**src/rtl/mss_pkg.sv**
```systemverilog
// Shared types and constants for the maximal scoring segments block.
// No dependencies.
`default_nettype none

package mss_pkg;

  // register index decoded from paddr[2]
  localparam logic REG_MIN_SCORE  = 1'b0;
  localparam logic REG_DROP_LIMIT = 1'b1;

  typedef struct packed {
    logic accept;
    logic run_upd;
    logic close_init;
    logic walk_act;
    logic push;
    logic xd_eval;
    logic x_apply;
    logic flush_init;
    logic flush_act;
    logic flush_seq;
    logic pos_adv;
    logic marker;
    logic release_out;
  } cmd_t;

  typedef struct packed {
    logic s_pos;
    logic fin;
    logic run_open;
    logic walk_done;
    logic need_flush;
    logic cnt_zero;
    logic flush_end;
    logic xd_cond;
    logic can_emit;
    logic pend_v;
    logic out_free;
  } sts_t;

endpackage

`default_nettype wire

```
**src/rtl/mss_ctrl.sv**
```systemverilog
// Sequencer for the maximal scoring segments block.
// Depends on mss_pkg (command and status structs).
`default_nettype none

module mss_ctrl import mss_pkg::*; (
  input  wire  clk_i,
  input  wire  rst_ni,
  input  wire  in_valid_i,
  output logic in_ready_o,
  input  sts_t sts_i,
  output cmd_t cmd_o
);

  typedef enum logic [11:0] {
    ST_IDLE       = 12'b0000_0000_0001,
    ST_DECIDE     = 12'b0000_0000_0010,
    ST_CLOSE      = 12'b0000_0000_0100,
    ST_WALK       = 12'b0000_0000_1000,
    ST_PUSH       = 12'b0000_0001_0000,
    ST_XDROP      = 12'b0000_0010_0000,
    ST_XAPPLY     = 12'b0000_0100_0000,
    ST_FINAL      = 12'b0000_1000_0000,
    ST_FLUSH_INIT = 12'b0001_0000_0000,
    ST_FLUSH_RUN  = 12'b0010_0000_0000,
    ST_MARKER     = 12'b0100_0000_0000,
    ST_WRAP       = 12'b1000_0000_0000
  } state_e;

  state_e state_q, state_d;
  state_e ret_q, ret_d;

  always_comb begin
    state_d    = state_q;
    ret_d      = ret_q;
    cmd_o      = '0;
    in_ready_o = 1'b0;
    case (state_q)
      ST_IDLE: begin
        in_ready_o = 1'b1;
        if (in_valid_i) begin
          cmd_o.accept = 1'b1;
          state_d      = ST_DECIDE;
        end
      end
      ST_DECIDE: begin
        if (sts_i.s_pos) begin
          cmd_o.run_upd = 1'b1;
          state_d       = sts_i.fin ? ST_CLOSE : ST_FINAL;
        end else begin
          state_d = sts_i.run_open ? ST_CLOSE : ST_XDROP;
        end
      end
      ST_CLOSE: begin
        cmd_o.close_init = 1'b1;
        state_d          = ST_WALK;
      end
      ST_WALK: begin
        cmd_o.walk_act = 1'b1;
        if (sts_i.walk_done) begin
          if (sts_i.need_flush) begin
            ret_d   = ST_PUSH;
            state_d = ST_FLUSH_INIT;
          end else begin
            state_d = ST_PUSH;
          end
        end
      end
      ST_PUSH: begin
        cmd_o.push = 1'b1;
        state_d    = ST_XDROP;
      end
      ST_XDROP: begin
        if (sts_i.s_pos) begin
          state_d = ST_FINAL;
        end else begin
          cmd_o.xd_eval = 1'b1;
          if (sts_i.xd_cond) begin
            ret_d   = ST_XAPPLY;
            state_d = ST_FLUSH_INIT;
          end else begin
            state_d = ST_XAPPLY;
          end
        end
      end
      ST_XAPPLY: begin
        cmd_o.x_apply = 1'b1;
        state_d       = ST_FINAL;
      end
      ST_FINAL: begin
        if (sts_i.fin) begin
          ret_d   = ST_MARKER;
          state_d = ST_FLUSH_INIT;
        end else begin
          cmd_o.pos_adv = 1'b1;
          state_d       = ST_WRAP;
        end
      end
      ST_FLUSH_INIT: begin
        if (sts_i.cnt_zero) begin
          state_d = ret_q;
        end else begin
          cmd_o.flush_init = 1'b1;
          cmd_o.flush_seq  = (ret_q == ST_MARKER);
          state_d          = ST_FLUSH_RUN;
        end
      end
      ST_FLUSH_RUN: begin
        cmd_o.flush_act = 1'b1;
        if (sts_i.flush_end) state_d = ret_q;
      end
      ST_MARKER: begin
        if (sts_i.can_emit) begin
          cmd_o.marker = 1'b1;
          state_d      = ST_WRAP;
        end
      end
      ST_WRAP: begin
        // last result of this item leaves with run_last set
        if (!sts_i.pend_v) begin
          state_d = ST_IDLE;
        end else if (sts_i.out_free) begin
          cmd_o.release_out = 1'b1;
          state_d           = ST_IDLE;
        end
      end
      default: state_d = ST_IDLE;
    endcase
  end

  always_ff @(posedge clk_i or negedge rst_ni) begin
    if (!rst_ni) begin
      state_q <= ST_IDLE;
      ret_q   <= ST_IDLE;
    end else begin
      state_q <= state_d;
      ret_q   <= ret_d;
    end
  end

endmodule

`default_nettype wire

```
**config.mk**
```make
export PLATFORM = sky130hd
export DESIGN_NAME = mss_ctrl
export DESIGN_NICKNAME = d
export VERILOG_FILES = /design/src/rtl/mss_pkg.sv /design/src/rtl/mss_ctrl.sv
export SDC_FILE = /design/constraint.sdc
export NUM_CORES = 1
export LEC_CHECK = 0
export BUFFER_PORTS_ARGS = -buffer_cell sky130_fd_sc_hd__buf_2
export CORE_MARGIN = 2
export CORE_UTILIZATION = 50
export DETAILED_ROUTE_END_ITERATION = 8
export GPL_ROUTABILITY_DRIVEN = 0
export PLACE_DENSITY = 0.72
export SYNTH_ARGS = -nofsm -noshare
export SYNTH_HDL_FRONTEND = slang
export SYNTH_SLANG_ARGS = --single-unit
```
**constraint.sdc**
```tcl
create_clock -name clk_i -period 4.5 [get_ports clk_i]
set_input_delay 0.45 -clock clk_i [delete_from_list [all_inputs] [get_ports clk_i]]
set_output_delay 0.45 -clock clk_i [all_outputs]
set_load 0.005 [all_outputs]
```
==> results of run 1 <==
## flip-flops by register name (all words and copies together), names as in the netlist
register / flops
ret_q: 4
state_q: 12
## worst max-delay path, delay by kind of cell, from the launching register on
kind / cells / cell delay (ps)
simple gates: 3 / 1650
flops: 1 / 490
buf+inv: 1 / 210
## metrics by stage
stage / utilization [%] / cell area, sq um / cells / hold slack, ps / setup WS, ps
floorplan: - / 1170 / 142 / 154 / 1960
finish: 60.1 / 1330 / 191 / 41.4 / 1410
global route: 60.1 / 1330 / 191 / 63.6 / 1290
CTS: 60.1 / 1330 / 191 / 54.2 / 1450
detailed placement: 58.4 / 1290 / 187 / 385 / 1800
global placement: 58.4 / 1290 / 187 / 381 / 1800
## cells in the mapped netlist (all sizes together), types with 3 or more instances
cell type / n / area (sq um)
nand4: 4 / 25.0
nand3: 3 / 15.0
clkbuf: 7 / 27.5
nor4b: 6 / 52.6
or3b: 3 / 26.3
nor2: 17 / 63.8
nor2b: 3 / 18.8
nand2: 7 / 26.3
a21oi: 5 / 25.0
o32ai: 3 / 26.3
or4: 5 / 41.3
dfrtp: 14 / 350
o21ai: 5 / 25.0
nor4: 4 / 25.0
nand2b: 3 / 18.8
and3: 4 / 25.0
buf: 3 / 20.0
nor3: 9 / 45.0
inv: 7 / 26.3
## metal layers
| layer | wire length [um] | global-route usage, % | up-vias |
|---|---|---|---|
| met5 | 0 | 0 | - |
| met4 | 42 | 10.3 | 0 |
| met3 | 254 | 2.00 | 5 |
| met2 | 1380 | 36.7 | 64 |
| met1 | 1330 | 33.3 | 568 |
| li1 | - | - | 575 |
## cell usage in the layout (no fill, tap or decap), types with 5 or more instances in the layout
cell      n
buf_2    27
a21oi_1   5
nor3_1    9
inv_1     7
nor2_1   17
nand2_1   7
nor4b_1   6
dfrtp_1  14
## layout make-up
cell class	instances	area [sq um]
Multi-Input combinational cell	109	693
Tap cell	28	35.0
Sequential cell	16	403
Fill cell	211	883
Timing Repair Buffer	27	135
Inverter	7	26.3
Clock buffer	4	36.3
## power by group
part / leakage (uW) / switching [uW] / total (uW) / internal, uW
registers: 0.000207 / 35.8 / 210 / 175
logic: 0.000403 / 160 / 262 / 102
clock network: 0.0000210 / 50.6 / 99.9 / 49.4
total: 0.000631 / 247 / 572 / 326
## worst paths after layout
check | startpoint | endpoint | slack (ps)
hold reg to reg | ret_q[0] | ret_q[0] | 510
setup / recovery | state_q[9] | cmd_o[2] | 1410
hold / removal | rst_ni | state_q[2] | 40
setup reg to reg | state_q[9] | ret_q[4] | 1830
min in group clk_i | sts_i[2] | state_q[10] | 350
max in group asynchronous | rst_ni | ret_q[0] | 4140
## cells by family after synthesis
group / count (synthesis) / synth area share, %
buffers and inverters: 17 / 6.31
multiplexers: 1 / 0.856
AND/OR/NAND/NOR: 77 / 38.6
AO/OA/AOI/OAI: 28 / 17.5
XOR/XNOR: 3 / 2.25
flip-flops: 16 / 34.4
==> impl_metrics.py, run 1 <==
metrics = {
    "detailed_routing": {
        "drc": 0,
        "wl_per_cell_um": 15.7,
        "drt_first_pass_iters": 5,
        "antenna_left": 0,
        "drt_wl_total_mm": 3.00,
        "routed_via_density": 6.35,
        "vias": 1212,
        "drt-initial-drc-count": 58,
    },
    "floorplanning": {
        "rows": 17,
        "fp.dieW_um": 52.4,
        "core_area_sq_um": 2210,
        "io_pins": 28,
        "dieArea_sq_um": 2740,
        "fp.dieH_um": 52.4,
        "start_util_pct": 52.9,
    },
    "min_path": {
        "hold_path_class": "in -> async",
    },
    "timing": {
        "fin_skew_ps": 6.33,
        "period_minus_slack_ps": 3090,
        "slew_violations": 0,
        "rsz0062_at_grt": "no",
        "worst_slew_pin_slew_ps": 953,
        "finalHoldViolCount": 0,
        "fin_tns_setup_ps": 0,
        "fin_crit_sh_pct": 68.7,
        "max_freq_ghz": 0.324,
        "slew_headroom_pct": 35.9,
        "setup_viol": 0,
    },
    "pwr": {
        "power.density_nw_per_um2": 431,
        "ir_drop_mv": 0.273,
        "power_uw": 572,
        "p_leak_uw": 0.000631,
    },
    "placed_design": {
        "io_buffers": 27,
        "dp_hpwl_mm": 2.30,
    },
    "logic_synthesis": {
        "ys_seq_area_share_pct": 34.4,
        "syn-cell-area_sq_um": 1170,
        "synthFlopType": "dfrtp_1",
        "synthArstFlopShare_pct": 100,
        "yosys_register_bits": 16,
        "synth_warnings": 0,
        "syn_nets": 156,
        "postSynthAreaPerCell_sq_um": 8.24,
        "yosysUniqueCellTypes": 48,
        "synth_edf_count": 0,
        "synth_cells": 142,
    },
    "clock_tree": {
        "cts_sinks": 16,
        "cts_hold_buf": 0,
        "clockBufferDepth": 2,
        "htree_levels": 1,
        "cts_tree": "done",
        "cts_inserted_buffers": 3,
        "clk_pin_slew_ps": 100,
        "post_cts_resized": 0,
        "cts_setup_buffers": 0,
        "clk_latency_ps": 300,
        "cts-root-buf": "clkbuf_4",
    },
    "cells_and_area": {
        "layout.nets": 178,
        "syn_to_final_growth_pct": 13.6,
        "drive_gt1_share_pct": 23.3,
        "n_antenna_cell": 0,
    },
    "worst_setup_path": {
        "crit_chain": "or4_1, or3_1, nor4_1, buf_2",
        "path_class": "reg -> out",
        "worst_setup_path_start_kind": "register",
        "rr_worst_depth": 5,
        "path_max_fanout": 11,
        "crit_required_ps": 4050,
        "end_kind": "primary output",
        "cp_data_arrival_time_ps": 2640,
        "cp_slowest_cell": "or4_1",
        "max_stage_delay_ps": 660,
    },
    "global_route": {
        "grt_pass1_vias": 1059,
        "grt_pass1_wl_mm": 4.73,
        "grt_antenna_before_repair": 0,
        "grt_overflow": 0,
        "track_usage_pct": 23.6,
        "grt_max_degree": 17,
    },
    "outcome": {
        "status": "completed",
    },
    "run": {
        "maxCapViolations": 0,
    },
}
(Power assumes the default switching activity.)
==> run 2, diff against run 1 <==
--- a/config.mk
+++ b/config.mk
@@ -5,6 +5,7 @@
 export SDC_FILE = /design/constraint.sdc
 export NUM_CORES = 1
 export LEC_CHECK = 0
+export ABC_AREA = 1
 export BUFFER_PORTS_ARGS = -buffer_cell sky130_fd_sc_hd__buf_2
 export CORE_MARGIN = 2
 export CORE_UTILIZATION = 50
==> constraint.sdc (replaced) <==
create_clock -name clk_i -period 3.2 [get_ports clk_i]
set_input_delay 0.32 -clock clk_i [delete_from_list [all_inputs] [get_ports clk_i]]
set_output_delay 0.32 -clock clk_i [all_outputs]
set_load 0.005 [all_outputs]
==> run 2 against run 1 <==
Wire length fell by 11%. Area after synthesis fell by 2.0%. Cell count rose by 17%. Critical path depth rose by 2. Sequential share of layout area fell by 0.75 points.
==> impl_metrics.py, run 2 <==
metrics = {
    "detailed_routing": {
        "wl_met1_mm": 1.17,
        "dr_wl_met2_mm": 1.34,
        "routed.top_layer": "met4",
        "drt_first_pass_iters": 4,
        "met3_length_um": 112,
        "drt-initial-drc-count": 19,
        "drt_wl_total_mm": 2.68,
        "antenna_left": 0,
        "drc": 0,
        "wl_per_cell_um": 11.9,
        "routed_via_density": 4.97,
        "vias": 1114,
    },
    "worst_setup_path": {
        "cp_data_arrival_time_ps": 1720,
        "path_class": "reg -> out",
        "path_max_fanout": 4,
        "worst_setup_path_start_kind": "register",
        "end_kind": "primary output",
        "reg2reg_from": "state_q[5]",
        "crit_start": "state_q[9]",
        "rr_worst_depth": 9,
        "crit_required_ps": 2880,
    },
    "cells_and_area": {
        "layout.nets": 211,
        "final_common_cell": "nand2_1",
        "final_cell_mix": "41 x nand2_1, 27 x inv_1, 27 x buf_2",
        "syn_to_final_growth_pct": 18.9,
        "top_register": "state_q",
        "drive_gt1_share_pct": 30.1,
        "largest_register_ffs": 12,
        "n_antenna_cell": 0,
        "largestRegisters": "state_q (12), ret_q (4)",
    },
    "clock_tree": {
        "cts_inserted_buffers": 3,
        "clk_latency_ps": 310,
        "htree_levels": 1,
        "cts_setup_buffers": 0,
        "post_cts_resized": 0,
        "clk_pin_slew_ps": 100,
        "cts_hold_buf": 1,
        "clockBufferDepth": 2,
        "cts_tree": "done",
        "cts-root-buf": "clkbuf_4",
        "cts_sinks": 16,
    },
    "logic_synthesis": {
        "ys_seq_area_share_pct": 35.2,
        "synthArstFlopShare_pct": 100,
        "syn-cell-area_sq_um": 1150,
        "synth_top_area_share_pct": 30.6,
        "yosysUniqueCellTypes": 25,
        "synth_edf_count": 0,
        "synthFlopType": "dfrtp_1",
        "synth_cells": 164,
        "ys_top_cells_by_count": "41 x nand2_1, 27 x inv_1, 24 x nor2_1",
        "yosys.area.top_type": "dfrtp_1",
        "postSynthAreaPerCell_sq_um": 6.99,
        "synth_area_leaders": "dfrtp_1 31%, nand2_1 13%, inv_1 8.8%",
        "synth_most_common_cell": "nand2_1",
        "synth_warnings": 0,
        "syn_nets": 178,
        "yosys_register_bits": 16,
    },
    "timing": {
        "slew_violations": 0,
        "fin_skew_ps": 7.25,
        "period_minus_slack_ps": 2040,
        "worst_slew_pin_slew_ps": 444,
        "setup_viol": 0,
        "whs_ps": 236,
        "slew_headroom_pct": 70.2,
        "rsz0062_at_grt": "no",
        "max_freq_ghz": 0.489,
        "finalHoldViolCount": 0,
        "fin_crit_sh_pct": 63.9,
        "fin_tns_setup_ps": 0,
    },
    "run": {
        "maxCapViolations": 0,
    },
    "global_route": {
        "grt_max_degree": 17,
        "grt_antenna_before_repair": 0,
        "grt_pass1_vias": 1099,
        "grt_overflow": 0,
        "track_usage_pct": 22.8,
        "grt_pass1_wl_mm": 4.49,
    },
    "pwr": {
        "ir_drop_mv": 0.363,
        "p_leak_uw": 0.000824,
        "power.density_nw_per_um2": 577,
    },
    "floorplanning": {
        "dieArea_sq_um": 2690,
        "start_util_pct": 52.3,
        "core_area_sq_um": 2190,
        "fp.dieH_um": 51.9,
        "io_pins": 28,
        "rows": 17,
        "fp.dieW_um": 51.9,
    },
    "outcome": {
        "status": "completed",
    },
    "min_path": {
        "min_from": "sts_i[4]",
        "hold_path_class": "in -> reg",
        "hold_depth": 2,
    },
    "placed_design": {
        "io_buffers": 27,
        "dp_hpwl_mm": 2.20,
    },
}
## run 2: path summary, 6_finish.rpt
kind	slack [ps]	to
setup / recovery	1160	cmd_o[11]
hold / removal	240	state_q[9]
setup reg to reg	1580	state_q[4]
hold reg to reg	480	ret_q[0]
max in group asynchronous	2450	ret_q[0]
min in group asynchronous	440	state_q[1]
## run 2: final cells by class
class | instances | area [sq um]
timing repair buffer | 28 | 145
sequential | 16 | 403
tap | 28 | 35.0
multi-input combinational | 119 | 634
fill | 216 | 828
clock buffer | 4 | 36.3
inverter | 29 | 109
## run 2: worst max-delay path: stages (launching register included)
cell and delay (ps):
dfrtp_1 440, nor2_4 150, nand2_4 90, nor3_1 410
inv_1 110, nor2_1 100, buf_2 110
## run 2: power by group
group	internal [uW]	switching (uW)	total, uW
Clock	69.6	71.5	141
Sequential	249	31.0	281
Combinational	127	239	365
Total	446	341	787
## run 2: layer usage
layer | GRT usage [%] | up-vias
li1 | - | 569
met1 | 27.1 | 511
met2 | 39.2 | 29
met3 | 2.59 | 5
met4 | 13.6 | 0
met5 | 0 | -
## run 2: cell families (layout without fill, tap and decap cells)
family | count (synthesis) | after routing | share of synthesized area [%]
flip-flops | 16 | 16 | 35.2
AND/OR/NAND/NOR | 107 | 107 | 47.8
buffers and inverters | 29 | 61 | 9.50
AO/OA/AOI/OAI | 12 | 12 | 7.53
## run 2: stage by stage
step	utilization (%)	cells	total power [uW]	cell area (sq um)	setup slack [ps]
after floorplan	-	164	554	1150	1730
after global placement	60.1	219	641	1320	1560
after CTS	62.2	224	794	1360	1140
final	62.2	224	787	1360	1160
after detailed placement	60.1	219	652	1320	1480
after global routing	62.2	224	848	1360	1000
==> run 3, diff against run 2 <==
==> constraint.sdc (replaced) <==
create_clock -name clk_i -period 2.01 [get_ports clk_i]
set_input_delay 0.201 -clock clk_i [delete_from_list [all_inputs] [get_ports clk_i]]
set_output_delay 0.201 -clock clk_i [all_outputs]
set_load 0.005 [all_outputs]
==> run 3 against run 2 <==
Wire length is 2.1% lower. Largest power group unchanged. Flip-flop and latch count did not move. Critical endpoint is now cmd_o[3]. Cell count increased by 0.45%. Register-to-register slack got worse by 1200 ps. Sequential share of layout area is 0.27 points lower. Hold slack lost 100 ps.
==> impl_metrics.py, run 3 (same netlist as run 2, synthesis figures left out) <==
metrics = {
    "timing": {
        "period_minus_slack_ps": 1880,
        "worst_slew_pin_slew_ps": 376,
        "fin_crit_sh_pct": 93.6,
        "slew_headroom_pct": 74.9,
        "slew_violations": 0,
        "fin_skew_ps": 5.84,
        "max_freq_ghz": 0.532,
        "finalHoldViolCount": 0,
        "fin_tns_setup_ps": 0,
        "finalWorstSetupSlack_ps": 129,
        "setup_viol": 0,
        "rsz0062_at_grt": "no",
    },
    "clock_tree": {
        "cts_tree": "done",
        "htree_levels": 1,
        "clk_latency_ps": 300,
        "cts_inserted_buffers": 3,
        "clk_pin_slew_ps": 100,
        "cts-root-buf": "clkbuf_4",
        "cts_sinks": 16,
        "clockBufferDepth": 2,
    },
    "cells_and_area": {
        "nFillCells": 214,
        "final_common_cell": "nand2_1",
        "syn_to_final_growth_pct": 20.0,
        "layout.nets": 212,
        "drive_gt1_share_pct": 31.0,
        "n_antenna_cell": 0,
        "top_register": "state_q",
        "fin_area_sq_um": 1380,
        "largestRegisters": "state_q (12), ret_q (4)",
        "final_cell_mix": "41 x nand2_1, 27 x inv_1, 27 x buf_2",
        "largest_register_ffs": 12,
        "fin_cells": 225,
    },
    "floorplanning": {
        "io_pins": 28,
        "fp.dieH_um": 51.9,
        "core_area_sq_um": 2190,
        "rows": 17,
        "fp.dieW_um": 51.9,
        "start_util_pct": 52.3,
        "dieArea_sq_um": 2690,
    },
    "pwr": {
        "p_leak_uw": 0.000834,
        "power.density_nw_per_um2": 914,
        "power_uw": 1260,
        "ir_drop_mv": 0.598,
    },
    "placed_design": {
        "dp_hpwl_mm": 2.15,
        "placed_cells": 219,
        "io_buffers": 27,
        "dpl_worst_slack_ps": 396,
        "dpl_cell_area_sq_um": 1320,
    },
    "worst_setup_path": {
        "reg2reg_from": "state_q[4]",
        "end_kind": "primary output",
        "worst_setup_path_start_kind": "register",
        "path_delay_family": "simple AND/OR/NAND/NOR gates",
        "crit_start": "state_q[4]",
        "path_max_fanout": 7,
        "cp_slowest_cell": "dfrtp_1",
        "crit_required_ps": 1810,
        "path_class": "reg -> out",
        "crit_chain": "nor2_2, nand2_4, nor2_4, nand2_1, nor4_1, buf_2",
        "path_buf_inv": 1,
        "cp_data_arrival_time_ps": 1680,
        "max_stage_delay_ps": 440,
    },
    "run": {
        "maxCapViolations": 0,
    },
    "detailed_routing": {
        "routed_via_density": 4.87,
        "wl_met1_mm": 1.19,
        "dr_wl_met2_mm": 1.29,
        "drc": 0,
        "drt-initial-drc-count": 15,
        "wl_per_cell_um": 11.6,
        "drt_wl_total_mm": 2.62,
        "routed.top_layer": "met4",
        "drt_first_pass_iters": 4,
        "met3_length_um": 107,
        "antenna_left": 0,
        "vias": 1096,
    },
    "global_route": {
        "grt_antenna_before_repair": 0,
        "grt_max_degree": 17,
        "track_usage_pct": 22.8,
        "grt_overflow": 0,
        "grt_pass1_wl_mm": 4.46,
        "grt_pass1_vias": 1028,
    },
    "min_path": {
        "min_from": "sts_i[4]",
        "hold_path_class": "in -> reg",
    },
    "outcome": {
        "status": "completed",
    },
}
-- run 3: power breakdown --
| group | internal [uW] | leakage, uW | total [uW] | switching [uW] |
|---|---|---|---|---|
| sequential | 397 | 0.000214 | 445 | 48.5 |
| combinational | 214 | 0.000599 | 591 | 378 |
| clock | 111 | 0.0000210 | 220 | 109 |
-- run 3: path summary, 6_finish.rpt --
path	to	slack (ps)	depth (start not counted)
worst min-delay path	state_q[9]	140	2
worst min register to register	ret_q[0]	500	2
worst max-delay path	cmd_o[3]	130	6
worst max register to register	state_q[4]	350	9
min in group asynchronous	state_q[1]	340	2
max in group asynchronous	ret_q[0]	1360	2
-- run 3: repair_timing --
item | 4_1_cts | 5_1_grt
resized for setup | 0 | 1
setup buffers | 0 | 1
endpoints found under the setup margin | 0 | 2
hold endpoints to repair | 14 | 0
hold buffers | 1 | 0
-- run 3: area by class of cell --
type | instances | area [sq um] | area share [%]
Multi-Input combinational cell | 119 | 639 | 46.5
Sequential cell | 16 | 403 | 29.3
Timing Repair Buffer | 29 | 153 | 11.1
Inverter | 29 | 109 | 7.92
Clock buffer | 4 | 36.3 | 2.64
Tap cell | 28 | 35.0 | 2.55
-- run 3: metal layers --
metal  track usage (%)  vias up
li1                  -      575
met1              29.5      493
met2              37.8       23
met3              3.74        5
met4              9.21        0
met5                 0        -
-- run 3: metrics by stage --
| stage | hold WS [ps] | util [%] |
|---|---|---|
| floorplan | -94.6 | - |
| global placement | 136 | 60.1 |
| detailed placement | 136 | 60.1 |
| CTS | 124 | 62.2 |
| global route | 144 | 62.8 |
| finish | 137 | 62.8 |
